==> config.mk <==
export PLATFORM = sky130hd
export DESIGN_NAME = bouncing_ball_physics_step_core_flat
export DESIGN_NICKNAME = d
export VERILOG_FILES = /design/src/rtl/bbps_pkg.sv /design/src/rtl/bbps_if.sv /design/src/rtl/bbps_serial_mul.sv /design/src/rtl/bbps_frame_seq.sv /design/src/rtl/bouncing_ball_physics_step_core.sv /design/src/flat_wrapper.sv
export SDC_FILE = /design/constraint.sdc
export NUM_CORES = 1
export LEC_CHECK = 0
export BUFFER_PORTS_ARGS = -buffer_cell sky130_fd_sc_hd__buf_2
export CORE_UTILIZATION = 56
export CTS_BUF_LIST = sky130_fd_sc_hd__clkbuf_4 sky130_fd_sc_hd__clkbuf_8
export DETAILED_ROUTE_END_ITERATION = 10
export HOLD_SLACK_MARGIN = 0.05
export PLACE_DENSITY = 0.82
export SYNTH_ARGS = -nofsm -noshare
export SYNTH_HDL_FRONTEND = slang
export SYNTH_SLANG_ARGS = --single-unit
==> constraint.sdc <==
create_clock -name clk -period 6.7 [get_ports clk]
set_input_delay 1.675 -clock clk [delete_from_list [all_inputs] [get_ports clk]]
set_output_delay 1.675 -clock clk [all_outputs]
set_load 0.05 [all_outputs]
==> src/rtl/bbps_pkg.sv <==
package bbps_pkg;

    // Field widths.
    localparam int VAL_W         = 24;
    localparam int POS_IN_W      = 23;
    localparam int GRAV_W        = 16;
    localparam int FACTOR_W      = 9;
    localparam int AREA_W        = 7;
    localparam int CFG_IDX_W     = 3;
    localparam int CFG_DATA_W    = 16;
    localparam int FRAC_BITS_DEF = 16;

    // Register reset values.
    localparam logic [GRAV_W-1:0]   GRAV_RST   = 16'd714;
    localparam logic [FACTOR_W-1:0] FACTOR_RST = 9'd205;
    localparam logic [AREA_W-1:0]   WIDTH_RST  = 7'd40;
    localparam logic [AREA_W-1:0]   HEIGHT_RST = 7'd20;

    // Register indexes.
    localparam logic [CFG_IDX_W-1:0] REG_GRAVITY  = 3'd0;
    localparam logic [CFG_IDX_W-1:0] REG_BOUNCE   = 3'd1;
    localparam logic [CFG_IDX_W-1:0] REG_FRICTION = 3'd2;
    localparam logic [CFG_IDX_W-1:0] REG_WIDTH    = 3'd3;
    localparam logic [CFG_IDX_W-1:0] REG_HEIGHT   = 3'd4;

    // Command codes.
    localparam logic CMD_FRAME   = 1'b0;
    localparam logic CMD_RESTART = 1'b1;

    typedef struct packed {
        logic [GRAV_W-1:0]   gravity_step;
        logic [FACTOR_W-1:0] bounciness;
        logic [FACTOR_W-1:0] friction;
        logic [AREA_W-1:0]   box_width;
        logic [AREA_W-1:0]   box_height;
    } bbps_cfg_t;

    typedef struct packed {
        logic                     command;
        logic [POS_IN_W-1:0]      start_x;
        logic [POS_IN_W-1:0]      start_y;
        logic signed [VAL_W-1:0]  start_vx;
        logic signed [VAL_W-1:0]  start_vy;
    } bbps_cmd_t;

    typedef struct packed {
        logic signed [VAL_W-1:0] pos_x;
        logic signed [VAL_W-1:0] pos_y;
        logic signed [VAL_W-1:0] vel_x;
        logic signed [VAL_W-1:0] vel_y;
        logic                    hit_x;
        logic                    hit_y;
    } bbps_res_t;

    typedef struct packed {
        logic                start;
        logic [VAL_W-1:0]    mag;
        logic [FACTOR_W-1:0] factor;
    } bbps_mul_req_t;

    typedef struct packed {
        logic             done;
        logic [VAL_W-1:0] prod;
    } bbps_mul_rsp_t;

    typedef enum logic [2:0] {
        S_IDLE,
        S_MOVE,
        S_WALL,
        S_REFL,
        S_MUL_GO,
        S_MUL_WAIT,
        S_GRAV,
        S_DONE
    } bbps_seq_state_t;

endpackage

==> src/rtl/bbps_if.sv <==
// Command channel: one beat starts a frame or a restart.
interface bbps_cmd_if;
    import bbps_pkg::*;

    logic                    valid;
    logic                    ready;
    logic                    command;
    logic [POS_IN_W-1:0]     start_x;
    logic [POS_IN_W-1:0]     start_y;
    logic signed [VAL_W-1:0] start_vx;
    logic signed [VAL_W-1:0] start_vy;

    modport source (
        output valid, command, start_x, start_y, start_vx, start_vy,
        input  ready
    );

    modport sink (
        input  valid, command, start_x, start_y, start_vx, start_vy,
        output ready
    );
endinterface

// Result channel: one beat per command beat.
interface bbps_res_if;
    import bbps_pkg::*;

    logic                    valid;
    logic                    ready;
    logic signed [VAL_W-1:0] pos_x;
    logic signed [VAL_W-1:0] pos_y;
    logic signed [VAL_W-1:0] vel_x;
    logic signed [VAL_W-1:0] vel_y;
    logic                    hit_x;
    logic                    hit_y;

    modport source (
        output valid, pos_x, pos_y, vel_x, vel_y, hit_x, hit_y,
        input  ready
    );

    modport sink (
        input  valid, pos_x, pos_y, vel_x, vel_y, hit_x, hit_y,
        output ready
    );
endinterface

==> src/rtl/bbps_serial_mul.sv <==
module bbps_serial_mul (
    input  logic                    clk,
    input  logic                    rst_n,
    input  bbps_pkg::bbps_mul_req_t req,
    output bbps_pkg::bbps_mul_rsp_t rsp
);
    import bbps_pkg::*;

    localparam int CNT_W = $clog2(FACTOR_W + 1);

    logic [CNT_W-1:0]    cnt_reg, cnt_next;
    logic                done_reg, done_next;
    logic [VAL_W-1:0]    acc_reg, acc_next;
    logic [VAL_W-1:0]    mag_reg, mag_next;
    logic [FACTOR_W-1:0] mlt_reg, mlt_next;
    logic [VAL_W:0]      sum;

    // Shift-and-add, one factor bit per cycle, LSB first. Product bits shift
    // out of the accumulator into the factor register as factor bits leave.
    always_comb
    begin
        sum       = {1'b0, acc_reg} + (mlt_reg[0] ? {1'b0, mag_reg} : '0);
        cnt_next  = cnt_reg;
        done_next = 1'b0;
        acc_next  = acc_reg;
        mag_next  = mag_reg;
        mlt_next  = mlt_reg;
        if (req.start)
        begin
            cnt_next = CNT_W'(FACTOR_W);
            acc_next = '0;
            mag_next = req.mag;
            mlt_next = req.factor;
        end
        else if (cnt_reg != '0)
        begin
            cnt_next  = cnt_reg - 1'b1;
            done_next = (cnt_reg == CNT_W'(1));
            acc_next  = sum[VAL_W:1];
            mlt_next  = {sum[0], mlt_reg[FACTOR_W-1:1]};
        end
    end

    // Control state.
    always_ff @(posedge clk or negedge rst_n)
    begin
        if (!rst_n)
        begin
            cnt_reg  <= '0;
            done_reg <= 1'b0;
        end
        else
        begin
            cnt_reg  <= cnt_next;
            done_reg <= done_next;
        end
    end

    // Operand and product shift registers.
    always_ff @(posedge clk)
    begin
        acc_reg <= acc_next;
        mag_reg <= mag_next;
        mlt_reg <= mlt_next;
    end

    // The Q8 product is the full product without its low eight bits; it
    // always fits in VAL_W bits, so the top accumulator bit is zero.
    assign rsp.done = done_reg;
    assign rsp.prod = {acc_reg[VAL_W-2:0], mlt_reg[FACTOR_W-1]};

endmodule

==> src/rtl/bbps_frame_seq.sv <==
module bbps_frame_seq #(
    parameter int FRAC_BITS = bbps_pkg::FRAC_BITS_DEF
) (
    input  logic                clk,
    input  logic                rst_n,
    input  bbps_pkg::bbps_cfg_t cfg,
    input  logic                start,
    input  bbps_pkg::bbps_cmd_t cmd_in,
    input  logic                out_free,
    output logic                idle,
    output logic                load,
    output bbps_pkg::bbps_res_t result
);
    import bbps_pkg::*;

    // Working width: wide enough for twice the far wall minus a position.
    localparam int CW = ((FRAC_BITS + 8 > VAL_W) ? FRAC_BITS + 8 : VAL_W) + 2;

    localparam logic signed [CW-1:0] LO_W  = {{(CW-1){1'b0}}, 1'b1} << FRAC_BITS;
    localparam logic signed [CW-1:0] TWO_W = {{(CW-2){1'b0}}, 2'b10};
    localparam logic signed [CW-1:0] MAX_W = {{(CW-VAL_W+1){1'b0}}, {(VAL_W-1){1'b1}}};
    localparam logic signed [CW-1:0] MIN_W = {{(CW-VAL_W+1){1'b1}}, {(VAL_W-1){1'b0}}};

    localparam logic signed [VAL_W-1:0] BX_RST = VAL_W'(1 << FRAC_BITS);
    localparam logic signed [VAL_W-1:0] BY_RST = VAL_W'(5 << FRAC_BITS);
    localparam logic signed [VAL_W-1:0] VX_RST = VAL_W'(1 << FRAC_BITS);
    localparam logic signed [VAL_W-1:0] VY_RST = -VAL_W'((1 << FRAC_BITS) / 3);

    bbps_seq_state_t state_reg, state_next;

    logic signed [VAL_W-1:0] bx_reg, bx_next;
    logic signed [VAL_W-1:0] by_reg, by_next;
    logic signed [VAL_W-1:0] vx_reg, vx_next;
    logic signed [VAL_W-1:0] vy_reg, vy_next;
    logic                    hx_reg, hx_next;
    logic                    hy_reg, hy_next;
    logic                    axis_reg, axis_next;
    logic                    phase_reg, phase_next;

    logic signed [CW-1:0]    size_w, p_w, hi_w, refl_w;
    logic signed [CW-1:0]    sum_x, sum_y, grav_sum, prod_w, scaled_w;
    logic signed [VAL_W-1:0] src;
    logic                    neg;
    logic                    bounce;
    logic                    mul_go;
    bbps_mul_req_t           mul_req;
    bbps_mul_rsp_t           mul_rsp;

    function automatic logic signed [CW-1:0] ext(input logic signed [VAL_W-1:0] v);
        return {{(CW-VAL_W){v[VAL_W-1]}}, v};
    endfunction

    function automatic logic signed [VAL_W-1:0] sat_val(input logic signed [CW-1:0] v);
        logic signed [VAL_W-1:0] r;
        if (v > MAX_W)
            r = MAX_W[VAL_W-1:0];
        else if (v < MIN_W)
            r = MIN_W[VAL_W-1:0];
        else
            r = v[VAL_W-1:0];
        return r;
    endfunction

    // Damping multiplier, shared by every velocity scaling.
    bbps_serial_mul u_mul (
        .clk   (clk),
        .rst_n (rst_n),
        .req   (mul_req),
        .rsp   (mul_rsp)
    );

    // Arithmetic for the current axis and multiplier phase.
    always_comb
    begin
        size_w = $signed({{(CW-AREA_W){1'b0}},
                          (axis_reg ? cfg.box_height : cfg.box_width)});
        p_w    = ext(axis_reg ? by_reg : bx_reg);
        hi_w   = (size_w - TWO_W) <<< FRAC_BITS;
        bounce = (p_w < LO_W) || (p_w > hi_w);

        // Reflection: below the low wall mirrors about it; exactly on it
        // (with the walls crossed) adds the overshoot past the high wall.
        if (p_w < LO_W)
            refl_w = (LO_W <<< 1) - p_w;
        else if (p_w == LO_W)
            refl_w = LO_W + p_w - hi_w;
        else
            refl_w = (hi_w <<< 1) - p_w;

        sum_y    = ext(by_reg) + ext(vy_reg)
                 + $signed({{(CW-GRAV_W+1){1'b0}}, cfg.gravity_step[GRAV_W-1:1]});
        sum_x    = ext(bx_reg) + ext(vx_reg);
        grav_sum = ext(vy_reg) + $signed({{(CW-GRAV_W){1'b0}}, cfg.gravity_step});

        // Phase 0 scales the normal velocity (negated), phase 1 the tangent.
        src = (axis_reg == phase_reg) ? vx_reg : vy_reg;
        neg = phase_reg ? src[VAL_W-1] : (!src[VAL_W-1] && (src != '0));

        mul_req.start  = mul_go;
        mul_req.mag    = src[VAL_W-1] ? unsigned'(-src) : unsigned'(src);
        mul_req.factor = phase_reg ? cfg.friction : cfg.bounciness;

        prod_w   = $signed({{(CW-VAL_W){1'b0}}, mul_rsp.prod});
        scaled_w = neg ? -prod_w : prod_w;
    end

    // Sequencer: next state, next data and strobes.
    always_comb
    begin
        state_next = state_reg;
        bx_next    = bx_reg;
        by_next    = by_reg;
        vx_next    = vx_reg;
        vy_next    = vy_reg;
        hx_next    = hx_reg;
        hy_next    = hy_reg;
        axis_next  = axis_reg;
        phase_next = phase_reg;
        mul_go     = 1'b0;
        load       = 1'b0;
        unique case (state_reg)
            S_IDLE:
            begin
                if (start)
                begin
                    if (cmd_in.command == CMD_RESTART)
                    begin
                        bx_next    = {1'b0, cmd_in.start_x};
                        by_next    = {1'b0, cmd_in.start_y};
                        vx_next    = cmd_in.start_vx;
                        vy_next    = cmd_in.start_vy;
                        hx_next    = 1'b0;
                        hy_next    = 1'b0;
                        state_next = S_DONE;
                    end
                    else
                    begin
                        state_next = S_MOVE;
                    end
                end
            end
            S_MOVE:
            begin
                by_next    = sat_val(sum_y);
                bx_next    = sat_val(sum_x);
                hx_next    = 1'b0;
                hy_next    = 1'b0;
                axis_next  = 1'b0;
                state_next = S_WALL;
            end
            S_WALL:
            begin
                if (bounce)
                begin
                    if (axis_reg)
                        hy_next = 1'b1;
                    else
                        hx_next = 1'b1;
                    state_next = S_REFL;
                end
                else if (!axis_reg)
                begin
                    axis_next = 1'b1;
                end
                else
                begin
                    state_next = S_GRAV;
                end
            end
            S_REFL:
            begin
                if (axis_reg)
                    by_next = sat_val(refl_w);
                else
                    bx_next = sat_val(refl_w);
                phase_next = 1'b0;
                state_next = S_MUL_GO;
            end
            S_MUL_GO:
            begin
                mul_go     = 1'b1;
                state_next = S_MUL_WAIT;
            end
            S_MUL_WAIT:
            begin
                if (mul_rsp.done)
                begin
                    if (axis_reg == phase_reg)
                        vx_next = sat_val(scaled_w);
                    else
                        vy_next = sat_val(scaled_w);
                    if (!phase_reg)
                    begin
                        phase_next = 1'b1;
                        state_next = S_MUL_GO;
                    end
                    else if (!axis_reg)
                    begin
                        axis_next  = 1'b1;
                        state_next = S_WALL;
                    end
                    else
                    begin
                        state_next = S_GRAV;
                    end
                end
            end
            S_GRAV:
            begin
                vy_next    = sat_val(grav_sum);
                state_next = S_DONE;
            end
            S_DONE:
            begin
                if (out_free)
                begin
                    load       = 1'b1;
                    state_next = S_IDLE;
                end
            end
            default:
            begin
                state_next = S_IDLE;
            end
        endcase
    end

    // State register.
    always_ff @(posedge clk or negedge rst_n)
    begin
        if (!rst_n)
            state_reg <= S_IDLE;
        else
            state_reg <= state_next;
    end

    // Ball state and step flags.
    always_ff @(posedge clk or negedge rst_n)
    begin
        if (!rst_n)
        begin
            bx_reg    <= BX_RST;
            by_reg    <= BY_RST;
            vx_reg    <= VX_RST;
            vy_reg    <= VY_RST;
            hx_reg    <= 1'b0;
            hy_reg    <= 1'b0;
            axis_reg  <= 1'b0;
            phase_reg <= 1'b0;
        end
        else
        begin
            bx_reg    <= bx_next;
            by_reg    <= by_next;
            vx_reg    <= vx_next;
            vy_reg    <= vy_next;
            hx_reg    <= hx_next;
            hy_reg    <= hy_next;
            axis_reg  <= axis_next;
            phase_reg <= phase_next;
        end
    end

    assign idle         = (state_reg == S_IDLE);
    assign result.pos_x = bx_reg;
    assign result.pos_y = by_reg;
    assign result.vel_x = vx_reg;
    assign result.vel_y = vy_reg;
    assign result.hit_x = hx_reg;
    assign result.hit_y = hy_reg;

endmodule

==> src/rtl/bouncing_ball_physics_step_core.sv <==
// One command beat gives one result beat. A restart is registered in the
// sequencer, then loaded into the output register once that is free. A frame
// moves the ball, checks each axis against its walls, adds gravity and loads
// the result; an axis that bounces adds a position reflection and two runs of
// the bit-serial damping multiplier (normal and tangent velocity), each with
// a start step and a write-back. The multiplier consumes one bit of the 9-bit
// factor per cycle, which sets the bounce cost. The block takes a new command
// as soon as the sequencer is idle, while the previous result may still wait
// in the output register; a finished result waits inside the sequencer only
// while that register is full. Configuration writes take effect on the next
// frame if the user writes only while idle; the block does not enforce it.
module bouncing_ball_physics_step_core #(
    parameter int FRAC_BITS = bbps_pkg::FRAC_BITS_DEF
) (
    input  logic                                clk,
    input  logic                                rst_n,
    input  logic                                cfg_we,
    input  logic [bbps_pkg::CFG_IDX_W-1:0]      cfg_index,
    input  logic [bbps_pkg::CFG_DATA_W-1:0]     cfg_data,
    bbps_cmd_if.sink                            cmd,
    bbps_res_if.source                          res
);
    import bbps_pkg::*;

    bbps_cfg_t cfg_reg;
    bbps_cmd_t cmd_beat;
    bbps_res_t seq_result;
    bbps_res_t res_reg;
    logic      res_valid_reg;
    logic      seq_idle;
    logic      seq_load;
    logic      out_free;
    logic      start;

    // Configuration registers.
    always_ff @(posedge clk or negedge rst_n)
    begin
        if (!rst_n)
        begin
            cfg_reg.gravity_step <= GRAV_RST;
            cfg_reg.bounciness   <= FACTOR_RST;
            cfg_reg.friction     <= FACTOR_RST;
            cfg_reg.box_width    <= WIDTH_RST;
            cfg_reg.box_height   <= HEIGHT_RST;
        end
        else if (cfg_we)
        begin
            unique case (cfg_index)
                REG_GRAVITY:  cfg_reg.gravity_step <= cfg_data[GRAV_W-1:0];
                REG_BOUNCE:   cfg_reg.bounciness   <= cfg_data[FACTOR_W-1:0];
                REG_FRICTION: cfg_reg.friction     <= cfg_data[FACTOR_W-1:0];
                REG_WIDTH:    cfg_reg.box_width    <= cfg_data[AREA_W-1:0];
                REG_HEIGHT:   cfg_reg.box_height   <= cfg_data[AREA_W-1:0];
                default:
                begin
                end
            endcase
        end
    end

    // Command side.
    assign cmd.ready         = seq_idle;
    assign start             = cmd.valid && seq_idle;
    assign cmd_beat.command  = cmd.command;
    assign cmd_beat.start_x  = cmd.start_x;
    assign cmd_beat.start_y  = cmd.start_y;
    assign cmd_beat.start_vx = cmd.start_vx;
    assign cmd_beat.start_vy = cmd.start_vy;

    bbps_frame_seq #(
        .FRAC_BITS (FRAC_BITS)
    ) u_seq (
        .clk      (clk),
        .rst_n    (rst_n),
        .cfg      (cfg_reg),
        .start    (start),
        .cmd_in   (cmd_beat),
        .out_free (out_free),
        .idle     (seq_idle),
        .load     (seq_load),
        .result   (seq_result)
    );

    // Output register: holds one finished beat until it is taken.
    assign out_free = !res_valid_reg || res.ready;

    always_ff @(posedge clk or negedge rst_n)
    begin
        if (!rst_n)
            res_valid_reg <= 1'b0;
        else if (seq_load)
            res_valid_reg <= 1'b1;
        else if (res.ready)
            res_valid_reg <= 1'b0;
    end

    always_ff @(posedge clk)
    begin
        if (seq_load)
            res_reg <= seq_result;
    end

    assign res.valid = res_valid_reg;
    assign res.pos_x = res_reg.pos_x;
    assign res.pos_y = res_reg.pos_y;
    assign res.vel_x = res_reg.vel_x;
    assign res.vel_y = res_reg.vel_y;
    assign res.hit_x = res_reg.hit_x;
    assign res.hit_y = res_reg.hit_y;

endmodule

==> src/flat_wrapper.sv <==
// flat-port wrapper written by rule: the top's interface ports become plain ports
module bouncing_ball_physics_step_core_flat import bbps_pkg::*;
#(
    parameter int FRAC_BITS = bbps_pkg::FRAC_BITS_DEF
)
  (clk, rst_n, cfg_we, cfg_index, cfg_data, cmd_valid, cmd_command, cmd_start_x, cmd_start_y, cmd_start_vx, cmd_start_vy, cmd_ready, res_valid, res_pos_x, res_pos_y, res_vel_x, res_vel_y, res_hit_x, res_hit_y, res_ready);
  bbps_cmd_if cmd_i ();
  bbps_res_if res_i ();
  input  logic clk;
  input  logic rst_n;
  input  logic cfg_we;
  input  logic [bbps_pkg::CFG_IDX_W-1:0] cfg_index;
  input  logic [bbps_pkg::CFG_DATA_W-1:0] cfg_data;
  input wire logic [$bits(cmd_i.valid)-1:0] cmd_valid;
  input wire logic [$bits(cmd_i.command)-1:0] cmd_command;
  input wire logic [$bits(cmd_i.start_x)-1:0] cmd_start_x;
  input wire logic [$bits(cmd_i.start_y)-1:0] cmd_start_y;
  input wire logic [$bits(cmd_i.start_vx)-1:0] cmd_start_vx;
  input wire logic [$bits(cmd_i.start_vy)-1:0] cmd_start_vy;
  output wire logic [$bits(cmd_i.ready)-1:0] cmd_ready;
  output wire logic [$bits(res_i.valid)-1:0] res_valid;
  output wire logic [$bits(res_i.pos_x)-1:0] res_pos_x;
  output wire logic [$bits(res_i.pos_y)-1:0] res_pos_y;
  output wire logic [$bits(res_i.vel_x)-1:0] res_vel_x;
  output wire logic [$bits(res_i.vel_y)-1:0] res_vel_y;
  output wire logic [$bits(res_i.hit_x)-1:0] res_hit_x;
  output wire logic [$bits(res_i.hit_y)-1:0] res_hit_y;
  input wire logic [$bits(res_i.ready)-1:0] res_ready;
  assign cmd_i.valid = cmd_valid;
  assign cmd_i.command = cmd_command;
  assign cmd_i.start_x = cmd_start_x;
  assign cmd_i.start_y = cmd_start_y;
  assign cmd_i.start_vx = cmd_start_vx;
  assign cmd_i.start_vy = cmd_start_vy;
  assign cmd_ready = cmd_i.ready;
  assign res_valid = res_i.valid;
  assign res_pos_x = res_i.pos_x;
  assign res_pos_y = res_i.pos_y;
  assign res_vel_x = res_i.vel_x;
  assign res_vel_y = res_i.vel_y;
  assign res_hit_x = res_i.hit_x;
  assign res_hit_y = res_i.hit_y;
  assign res_i.ready = res_ready;
  bouncing_ball_physics_step_core #(.FRAC_BITS(FRAC_BITS)) u_core (.clk(clk), .rst_n(rst_n), .cfg_we(cfg_we), .cfg_index(cfg_index), .cfg_data(cfg_data), .cmd(cmd_i), .res(res_i));
endmodule
==> results of run 1 <==
-- worst max-delay path, stage by stage (launching register included) --
cell      delay (ns)
dfrtp_1         0.47
fa_1            0.54
ha_1            0.16
inv_1           0.05
fa_1            0.40
inv_1           0.07
a21oi_1         0.09
o31ai_1         0.50
a21oi_1         0.23
o211ai_1        0.41
a21oi_1         0.24
nand3b_1        0.21
a31oi_1         0.39
o21a_1          0.84
o21ai_0         0.36
a41oi_1         0.29
-- layer usage --
layer  track usage, %  wire, um  vias up
li1                 -         -     8966
met1             51.0     30700     9431
met2             55.6     32000     1072
met3             5.70      6300      201
met4             15.3      3150        0
met5                0         0        -
-- logic make-up after synthesis --
kind of cell / synth area share [%]
adders and majority gates: 10.7
muxes: 5.45
xor gates and xnor gates: 6.46
and+or+nand+nor: 14.6
DFF: 38.2
buffers and inverters: 3.58
AOI/OAI and AO/OA: 21.0
-- synthesized netlist by cell type, types with 40 or more instances --
library cell  number
ha_1             153
dfrtp_1          117
xor2_1            55
xnor2_1          107
edfxtp_1         131
o21ai_0          135
a21o_1            44
mux2_2            53
clkbuf_1          68
mux2i_1           54
dfstp_2           40
a31oi_1           56
a21oi_1          218
inv_1             92
nand2_1          185
nor2_1           225
-- through the flow --
stage | hold slack [ns] | util, % | setup slack [ns]
3_5_place_dp | 0.496 | 60.7 | 1.52
2_1_floorplan | 0.463 | - | 1.85
5_1_grt | 0.535 | 64.2 | 1.10
3_3_place_gp | 0.484 | 60.7 | 1.43
4_1_cts | 0.504 | 64.2 | 1.48
6_report | 0.505 | 64.2 | 1.34
-- worst paths after layout --
path / start / to / slack (ns) / cells after the start
setup / recovery: u_core.u_seq.by_reg[1]$_DFFE_PN0P_ / u_core.u_seq.by_reg[1]$_DFFE_PN0P_ / 1.34 / 15
hold / removal: u_core.u_seq.u_mul.acc_reg[23]$_SDFFE_PP0N_ / u_core.u_seq.u_mul.acc_reg[23]$_SDFFE_PP0N_ / 0.51 / 2
setup reg to reg: u_core.u_seq.by_reg[1]$_DFFE_PN0P_ / u_core.u_seq.by_reg[1]$_DFFE_PN0P_ / 1.34 / 15
hold reg to reg: u_core.u_seq.u_mul.acc_reg[23]$_SDFFE_PP0N_ / u_core.u_seq.u_mul.acc_reg[23]$_SDFFE_PP0N_ / 0.51 / 2
max in group asynchronous: rst_n / u_core.cfg_reg[44]$_DFFE_PN0P_ / 4.58 / 2
min in group asynchronous: rst_n / u_core.cfg_reg[1]$_DFFE_PN0P_ / 0.91 / 1
-- cell type report --
class / instances / area share [%]
antenna: 1 / 0.0101
clock buffer: 73 / 3.80
clock inverter: 30 / 1.59
inverter: 95 / 1.44
multi-input combinational: 1827 / 51.7
sequential: 312 / 33.8
tap: 518 / 2.61
timing repair buffer: 238 / 5.03
==> results.md, run 1 <==
- Status: finished, violations left
- Failing checks: design-rule violations
- Clk Latency, worst-skew pair: 0.68 ns
- FF/Latch Area: 8390 um2
- Post-synth top area cell: edfxtp_1
- Iter 0 DRT Violations: 1996
- Finish-stage setup viols: 0
- H-Tree Level Count: 2
- Remaining antenna violation count: 0
- CTS Buf Count: 55
- RSZ-0062 raised after global routing: false
- CP Data Arrival Time: 5.94 ns
- Design area: 24800 um2
- Syn_nets: 2623
- Vias in the first global route: 18600
- Setup bufs post-CTS: 0
- Worst setup SP type: flip-flop
- Largest net degree at the start of global routing: 60
- Multi-input logic area: 12800 um2
- Floorplan core area: 38600 um2
- Fmax: 187 MHz
- Layout overhead on the synthesized area: 12.9%
- Die Area: 40000 um2
- Routed WL: 72100 um
- Mapped Area: 22000 um2
- Most frequent cells in the layout: 225 x nor2_1, 217 x buf_2, 215 x a21oi_1, 185 x nand2_1, 152 x ha_1
- Clock transition at path regs: 0.06 ns
- Setup crit end kind: flip-flop
- Tot GR Track Use: 36.3%
- Post-synth top area share: 17.9%
- Non-Filler Instances: 3094
- Layout cells sized above 1: 19.0%
- Synth Flop Type: edfxtp_1
- Synth warn: 0
- Remaining global-route overflow: 0
- Slew margin rel.: 20.2%
- PortBufs: 218
- Clock sink count: 312
- Via count: 19700
- Maximum root-to-sink buffer count: 3
- Dpl hpwl: 55000 um
- Critical path type: flip-flop to flip-flop
- Worst Max-Slew Pin Slew: 1.19 ns
- Final Max Slew Viols: 0
- Post-layout min period: 5.36 ns
- Die width: 200 um
- Final Hold Vio Count: 0
- Crit Path Max Fanout: 23
- Seq/Total Area, Yosys: 38.2%
- Max cap viols: 0
- Most common cell after layout, fill and taps aside: nor2_1
- Synth area leaders: edfxtp_1 18%, dfrtp_1 13%, ha_1 8.7%, a21oi_1 5.0%, dfstp_2 4.8%
- Final worst-path cycle share: 80.0%
- Number of enable flip-flop cells after synthesis: 131
- Initial antenna violation count: 1
- Drt pass-1 iters: 9
- #FFs+latches synth: 312
- First-pass GRT wire length: 109000 um
- Remaining DRCs: 1
- NumNets Final: 2823
- Placed cells: 2990
- Root Driver: clkbuf_8
- Post-DR vias/cell: 6.36
- Distinct cells, synth: 108
- Synth Instances: 2329
- Final clock skew: 0.0280 ns
- Io pins: 219
- DR WL/cell: 23.3 um
- Initial Util: 56.8%
- Min-Delay Path Class: flip-flop to flip-flop
- CTS tree: yes
- Setup TNS: 0 ns
- Rows: 72
- PostCTS Resize Cnt: 0
- WP data required: 7.29 ns
- Fraction of registers with async set/reset: 50.3%
- Mean Syn Cell Area: 9.43 um2
- Placed Instance Area: 23500 um2
- Fill count: 3180
- RePlAce Congestion: 0.987
- Count of hold-fix buffers inserted at cts: 0
- Max reg flops: 48
- Chip Height: 200 um
Power of run 1 is left out: the tool's default activity adds up to more than one toggle a clock period on the data nets, which glitch-free logic cannot reach.
==> run 2, diff against run 1 <==
--- a/config.mk
+++ b/config.mk
@@ -5,12 +5,13 @@
 export SDC_FILE = /design/constraint.sdc
 export NUM_CORES = 1
 export LEC_CHECK = 0
+export ABC_AREA = 1
 export BUFFER_PORTS_ARGS = -buffer_cell sky130_fd_sc_hd__buf_2
-export CORE_UTILIZATION = 56
+export CORE_UTILIZATION = 57
 export CTS_BUF_LIST = sky130_fd_sc_hd__clkbuf_4 sky130_fd_sc_hd__clkbuf_8
 export DETAILED_ROUTE_END_ITERATION = 10
 export HOLD_SLACK_MARGIN = 0.05
-export PLACE_DENSITY = 0.82
+export PLACE_DENSITY = 0.83
 export SYNTH_ARGS = -nofsm -noshare
 export SYNTH_HDL_FRONTEND = slang
 export SYNTH_SLANG_ARGS = --single-unit
==> constraint.sdc (replaced) <==
create_clock -name clk -period 4.4 [get_ports clk]
set_input_delay 1.1 -clock clk [delete_from_list [all_inputs] [get_ports clk]]
set_output_delay 1.1 -clock clk [all_outputs]
set_load 0.05 [all_outputs]
==> run 2 against run 1 <==
  * The run now ends clean
  * Critical endpoint is now u_core.u_seq.bx_reg[19]$_DFFE_PN0P_
  * Largest cell class unchanged
  * Core utilization rose by 0.61 points
  * Register-to-register slack got worse by 1.1 ns
  * Critical path depth rose by 3
  * Critical path type unchanged
  * First-iteration DRC count rose by 46%
  * Fmax rose by 28%
  * Via count rose by 26%
  * Highest routed layer is now met5
  * Die area rose by 8.2%
  * Flip-flop and latch count did not move
  * Wire length rose by 20%
==> results.md, run 2 <==
- Final clock skew: 0.0444 ns (was 0.0280 ns)
- R2r startpoint: u_core.u_seq.axis_reg$_DFFE_PN0P_ (was u_core.u_seq.by_reg[1]$_DFFE_PN0P_)
- Synth Instances: 3410 (was 2329)
- RePlAce Congestion: 1.07 (was 0.987)
- WP data required: 4.92 ns (was 7.29 ns)
- Max reg flops: 48 (unchanged)
- Clock sink count: 312 (unchanged)
- Maximum root-to-sink buffer count: 3 (unchanged)
- Most frequent cells after synthesis: 1006 x nand2_1, 436 x inv_1, 309 x nor2_1 (was 225 x nor2_1, 218 x a21oi_1, 185 x nand2_1)
- Most frequent cells in the layout: 1003 x nand2_1, 434 x inv_1, 305 x nor2_1, 261 x a21oi_1, 217 x buf_2 (was 225 x nor2_1, 217 x buf_2, 215 x a21oi_1, 185 x nand2_1, 152 x ha_1)
- #FFs+latches synth: 312 (unchanged)
- Post-DR vias/cell: 5.84 (was 6.36)
- Remaining global-route overflow: 0 (unchanged)
- Worst setup SP type: flip-flop (unchanged)
- Final worst-path cycle share: 95.4% (was 80.0%)
- Setup TNS: 0 ns (unchanged)
- Finished Core Util: 64.8% (was 64.2%)
- H-Tree Level Count: 2 (unchanged)
- Worst Max-Slew Pin Slew: 0.983 ns (was 1.19 ns)
- Fraction of registers with async set/reset: 50.3% (unchanged)
- Most common cell after layout, fill and taps aside: nand2_1 (was nor2_1)
- Most common cell on crit path: nand2_1 (was a21oi_1)
- Finish-stage setup viols: 0 (unchanged)
- Iter 0 DRT Violations: 2907 (was 1996)
- RSZ-0062 raised after global routing: false (unchanged)
- Min-Delay Path Class: flip-flop to flip-flop (unchanged)
- Fill count: 3804 (was 3180)
- Count of hold-fix buffers inserted at cts: 0 (unchanged)
- Dpl hpwl: 68300 um (was 55000 um)
- Via count: 24700 (was 19700)
- # diodes: 0 (was 1)
- Root Driver: clkbuf_8 (unchanged)
- Rows: 75 (was 72)
- Crit Path Max Fanout: 53 (was 23)
- Mapped Area: 24200 um2 (was 22000 um2)
- Syn_nets: 3704 (was 2623)
- Synth Flop Type: edfxtp_1 (unchanged)
- Setup crit end kind: flip-flop (unchanged)
- Post-synth top area cell: edfxtp_1 (unchanged)
- Final Hold Vio Count: 0 (unchanged)
- Number of enable flip-flop cells after synthesis: 131 (unchanged)
- CP Data Arrival Time: 4.71 ns (was 5.94 ns)
- Drt pass-1 iters: 8 (was 9)
- Mean Syn Cell Area: 7.10 um2 (was 9.43 um2)
- PortBufs: 218 (unchanged)
- CTS Buf Count: 51 (was 55)
- Setup slack, reg-to-reg: 0.20 ns (was 1.34 ns)
- Remaining antenna violation count: 0 (unchanged)
- Die width: 208 um (was 200 um)
- Chip Height: 208 um (was 200 um)
- Hold path startpoint: u_core.u_seq.hx_reg$_DFFE_PN0P_ (was u_core.u_seq.u_mul.acc_reg[23]$_SDFFE_PP0N_)
- CTS tree: yes (unchanged)
- Slew margin rel.: 34.4% (was 20.2%)
- Cells along the critical path: buf_12 -> o21ai_0 -> ha_1 -> inv_1 -> nor2_1 -> nand2_1 -> inv_2 -> nand2_1 -> inv_1 -> nand4_4 -> inv_2 -> buf_4 -> nand3_1 -> nand2_1 -> o21ai_0 -> nand3_1 -> nand2_1 -> o21a_1 (was fa_1 -> ha_1 -> inv_1 -> fa_1 -> inv_1 -> a21oi_1 -> o31ai_1 -> a21oi_1 -> o211ai_1 -> a21oi_1 -> nand3b_1 -> a31oi_1 -> o21a_1 -> o21ai_0 -> a41oi_1)
- Worst Path Buf+Inv: 6 (was 2)
- Synth warn: 0 (unchanged)
- Final Max Slew Viols: 0 (unchanged)
- Synth area leaders: edfxtp_1 16%, nand2_1 16%, dfrtp_1 12%, ha_1 7.9%, inv_1 6.8% (was edfxtp_1 18%, dfrtp_1 13%, ha_1 8.7%, a21oi_1 5.0%, dfstp_2 4.8%)
- Count leader, synth: nand2_1 (was nor2_1)
- DR WL/cell: 20.4 um (was 23.3 um)
- Floorplan core area: 41900 um2 (was 38600 um2)
- Delay-heaviest family, CP: simple AND/OR/NAND/NOR gates (was compound AO/OA/AOI/OAI gates)
- Die Area: 43300 um2 (was 40000 um2)
- NumNets Final: 3937 (was 2823)
- Layout overhead on the synthesized area: 12.3% (was 12.9%)
- First-pass GRT wire length: 131000 um (was 109000 um)
- Critical path type: flip-flop to flip-flop (unchanged)
- Distinct cells, synth: 56 (was 108)
- Post-layout min period: 4.20 ns (was 5.36 ns)
- Max cap viols: 0 (unchanged)
- Slowest-stage cell, CP: o21ai_0 (was o21a_1)
- Status: finished clean (was finished, violations left)
- Worst stage delay on the critical path: 0.76 ns (was 0.84 ns)
- Tot GR Track Use: 39.7% (was 36.3%)
- Remaining DRCs: 0 (was 1)
- Largest net degree at the start of global routing: 80 (was 60)
- Post-synth top area share: 16.2% (was 17.9%)
- Fmax: 238 MHz (was 187 MHz)
- Clk Latency, worst-skew pair: 0.66 ns (was 0.68 ns)
- Clock transition at path regs: 0.07 ns (was 0.06 ns)
- CP Launch Point: u_core.u_seq.axis_reg$_DFFE_PN0P_ (was u_core.u_seq.by_reg[1]$_DFFE_PN0P_)
- Initial antenna violation count: 5 (was 1)
- Seq/Total Area, Yosys: 34.7% (was 38.2%)
- Initial Util: 57.7% (was 56.8%)
- Routed WL: 86400 um (was 72100 um)
- Vias in the first global route: 23000 (was 18600)
- Io pins: 219 (unchanged)
- Layout cells sized above 1: 13.5% (was 19.0%)
-- run 2: changes by cell type after synthesis, sizes merged, moves of 33 or more --
cell	before	now
mux2i	56	2
nand2	185	1018
a31oi	60	23
inv	94	448
nand3	34	185
nor2	228	319
nand4	14	68
o21ai	152	212
xor2	55	89
a21oi	219	261
and2	36	3
mux2	54	7
xnor2	107	31
-- run 2: worst paths after layout --
kind | cells after the start | to
min reg2reg | 0 | u_core.res.hit_x$_DFFE_PP_
max | 18 | u_core.u_seq.bx_reg[19]$_DFFE_PN0P_
max in group asynchronous | 2 | u_core.u_seq.vy_reg[1]$_DFFE_PN1P_
min | 0 | u_core.res.hit_x$_DFFE_PP_
max reg2reg | 18 | u_core.u_seq.bx_reg[19]$_DFFE_PN0P_
min in group asynchronous | 1 | u_core.cfg_reg[19]$_DFFE_PN0P_
-- run 2: layer usage --
metal	wire length, um	GRT usage (%)
met2	37100	60.4
met5	30	0
met4	5070	21.4
met3	10200	8.36
met1	34000	53.1
-- run 2: cell type report --
| class | instances | area, um2 | area share (%) |
|---|---|---|---|
| inverters | 450 | 1690 | 6.22 |
| multi-input cells | 2558 | 13800 | 50.6 |
| clock buffers | 70 | 863 | 3.18 |
| clock inverters | 26 | 278 | 1.02 |
| repair buffers | 270 | 1530 | 5.61 |
| flip-flops and latches | 312 | 8390 | 30.9 |
| well taps | 539 | 674 | 2.48 |
-- run 2: cell families after synthesis --
family / after synthesis / synth area share [%]
flip-flops: 312 / 34.7
buffers and inverters: 541 / 8.84
multiplexers: 9 / 0.408
AO/OA/AOI/OAI: 585 / 13.3
AND/OR/NAND/NOR: 1668 / 28.7
adder cells (fa/ha/maj): 175 / 9.73
XOR/XNOR: 120 / 4.37
-- run 2: stage by stage --
stage               instances  area (um2)  hold slack, ns  setup WS [ns]
floorplan                3410       24200           0.425          0.254
global placement         4127       26000           0.433          0.202
detailed placement       4127       26000           0.442         0.0869
CTS                      4223       27100           0.458        0.00647
global route             4225       27200           0.468         0.0250
finish                   4225       27200           0.460          0.204
-- run 2: what timing repair did --
item / CTS / global route
resized for setup: 0 / 13
setup endpoints to repair: 0 / 52
setup buffers: 0 / 1
Power of run 2 is left out for the same reason.
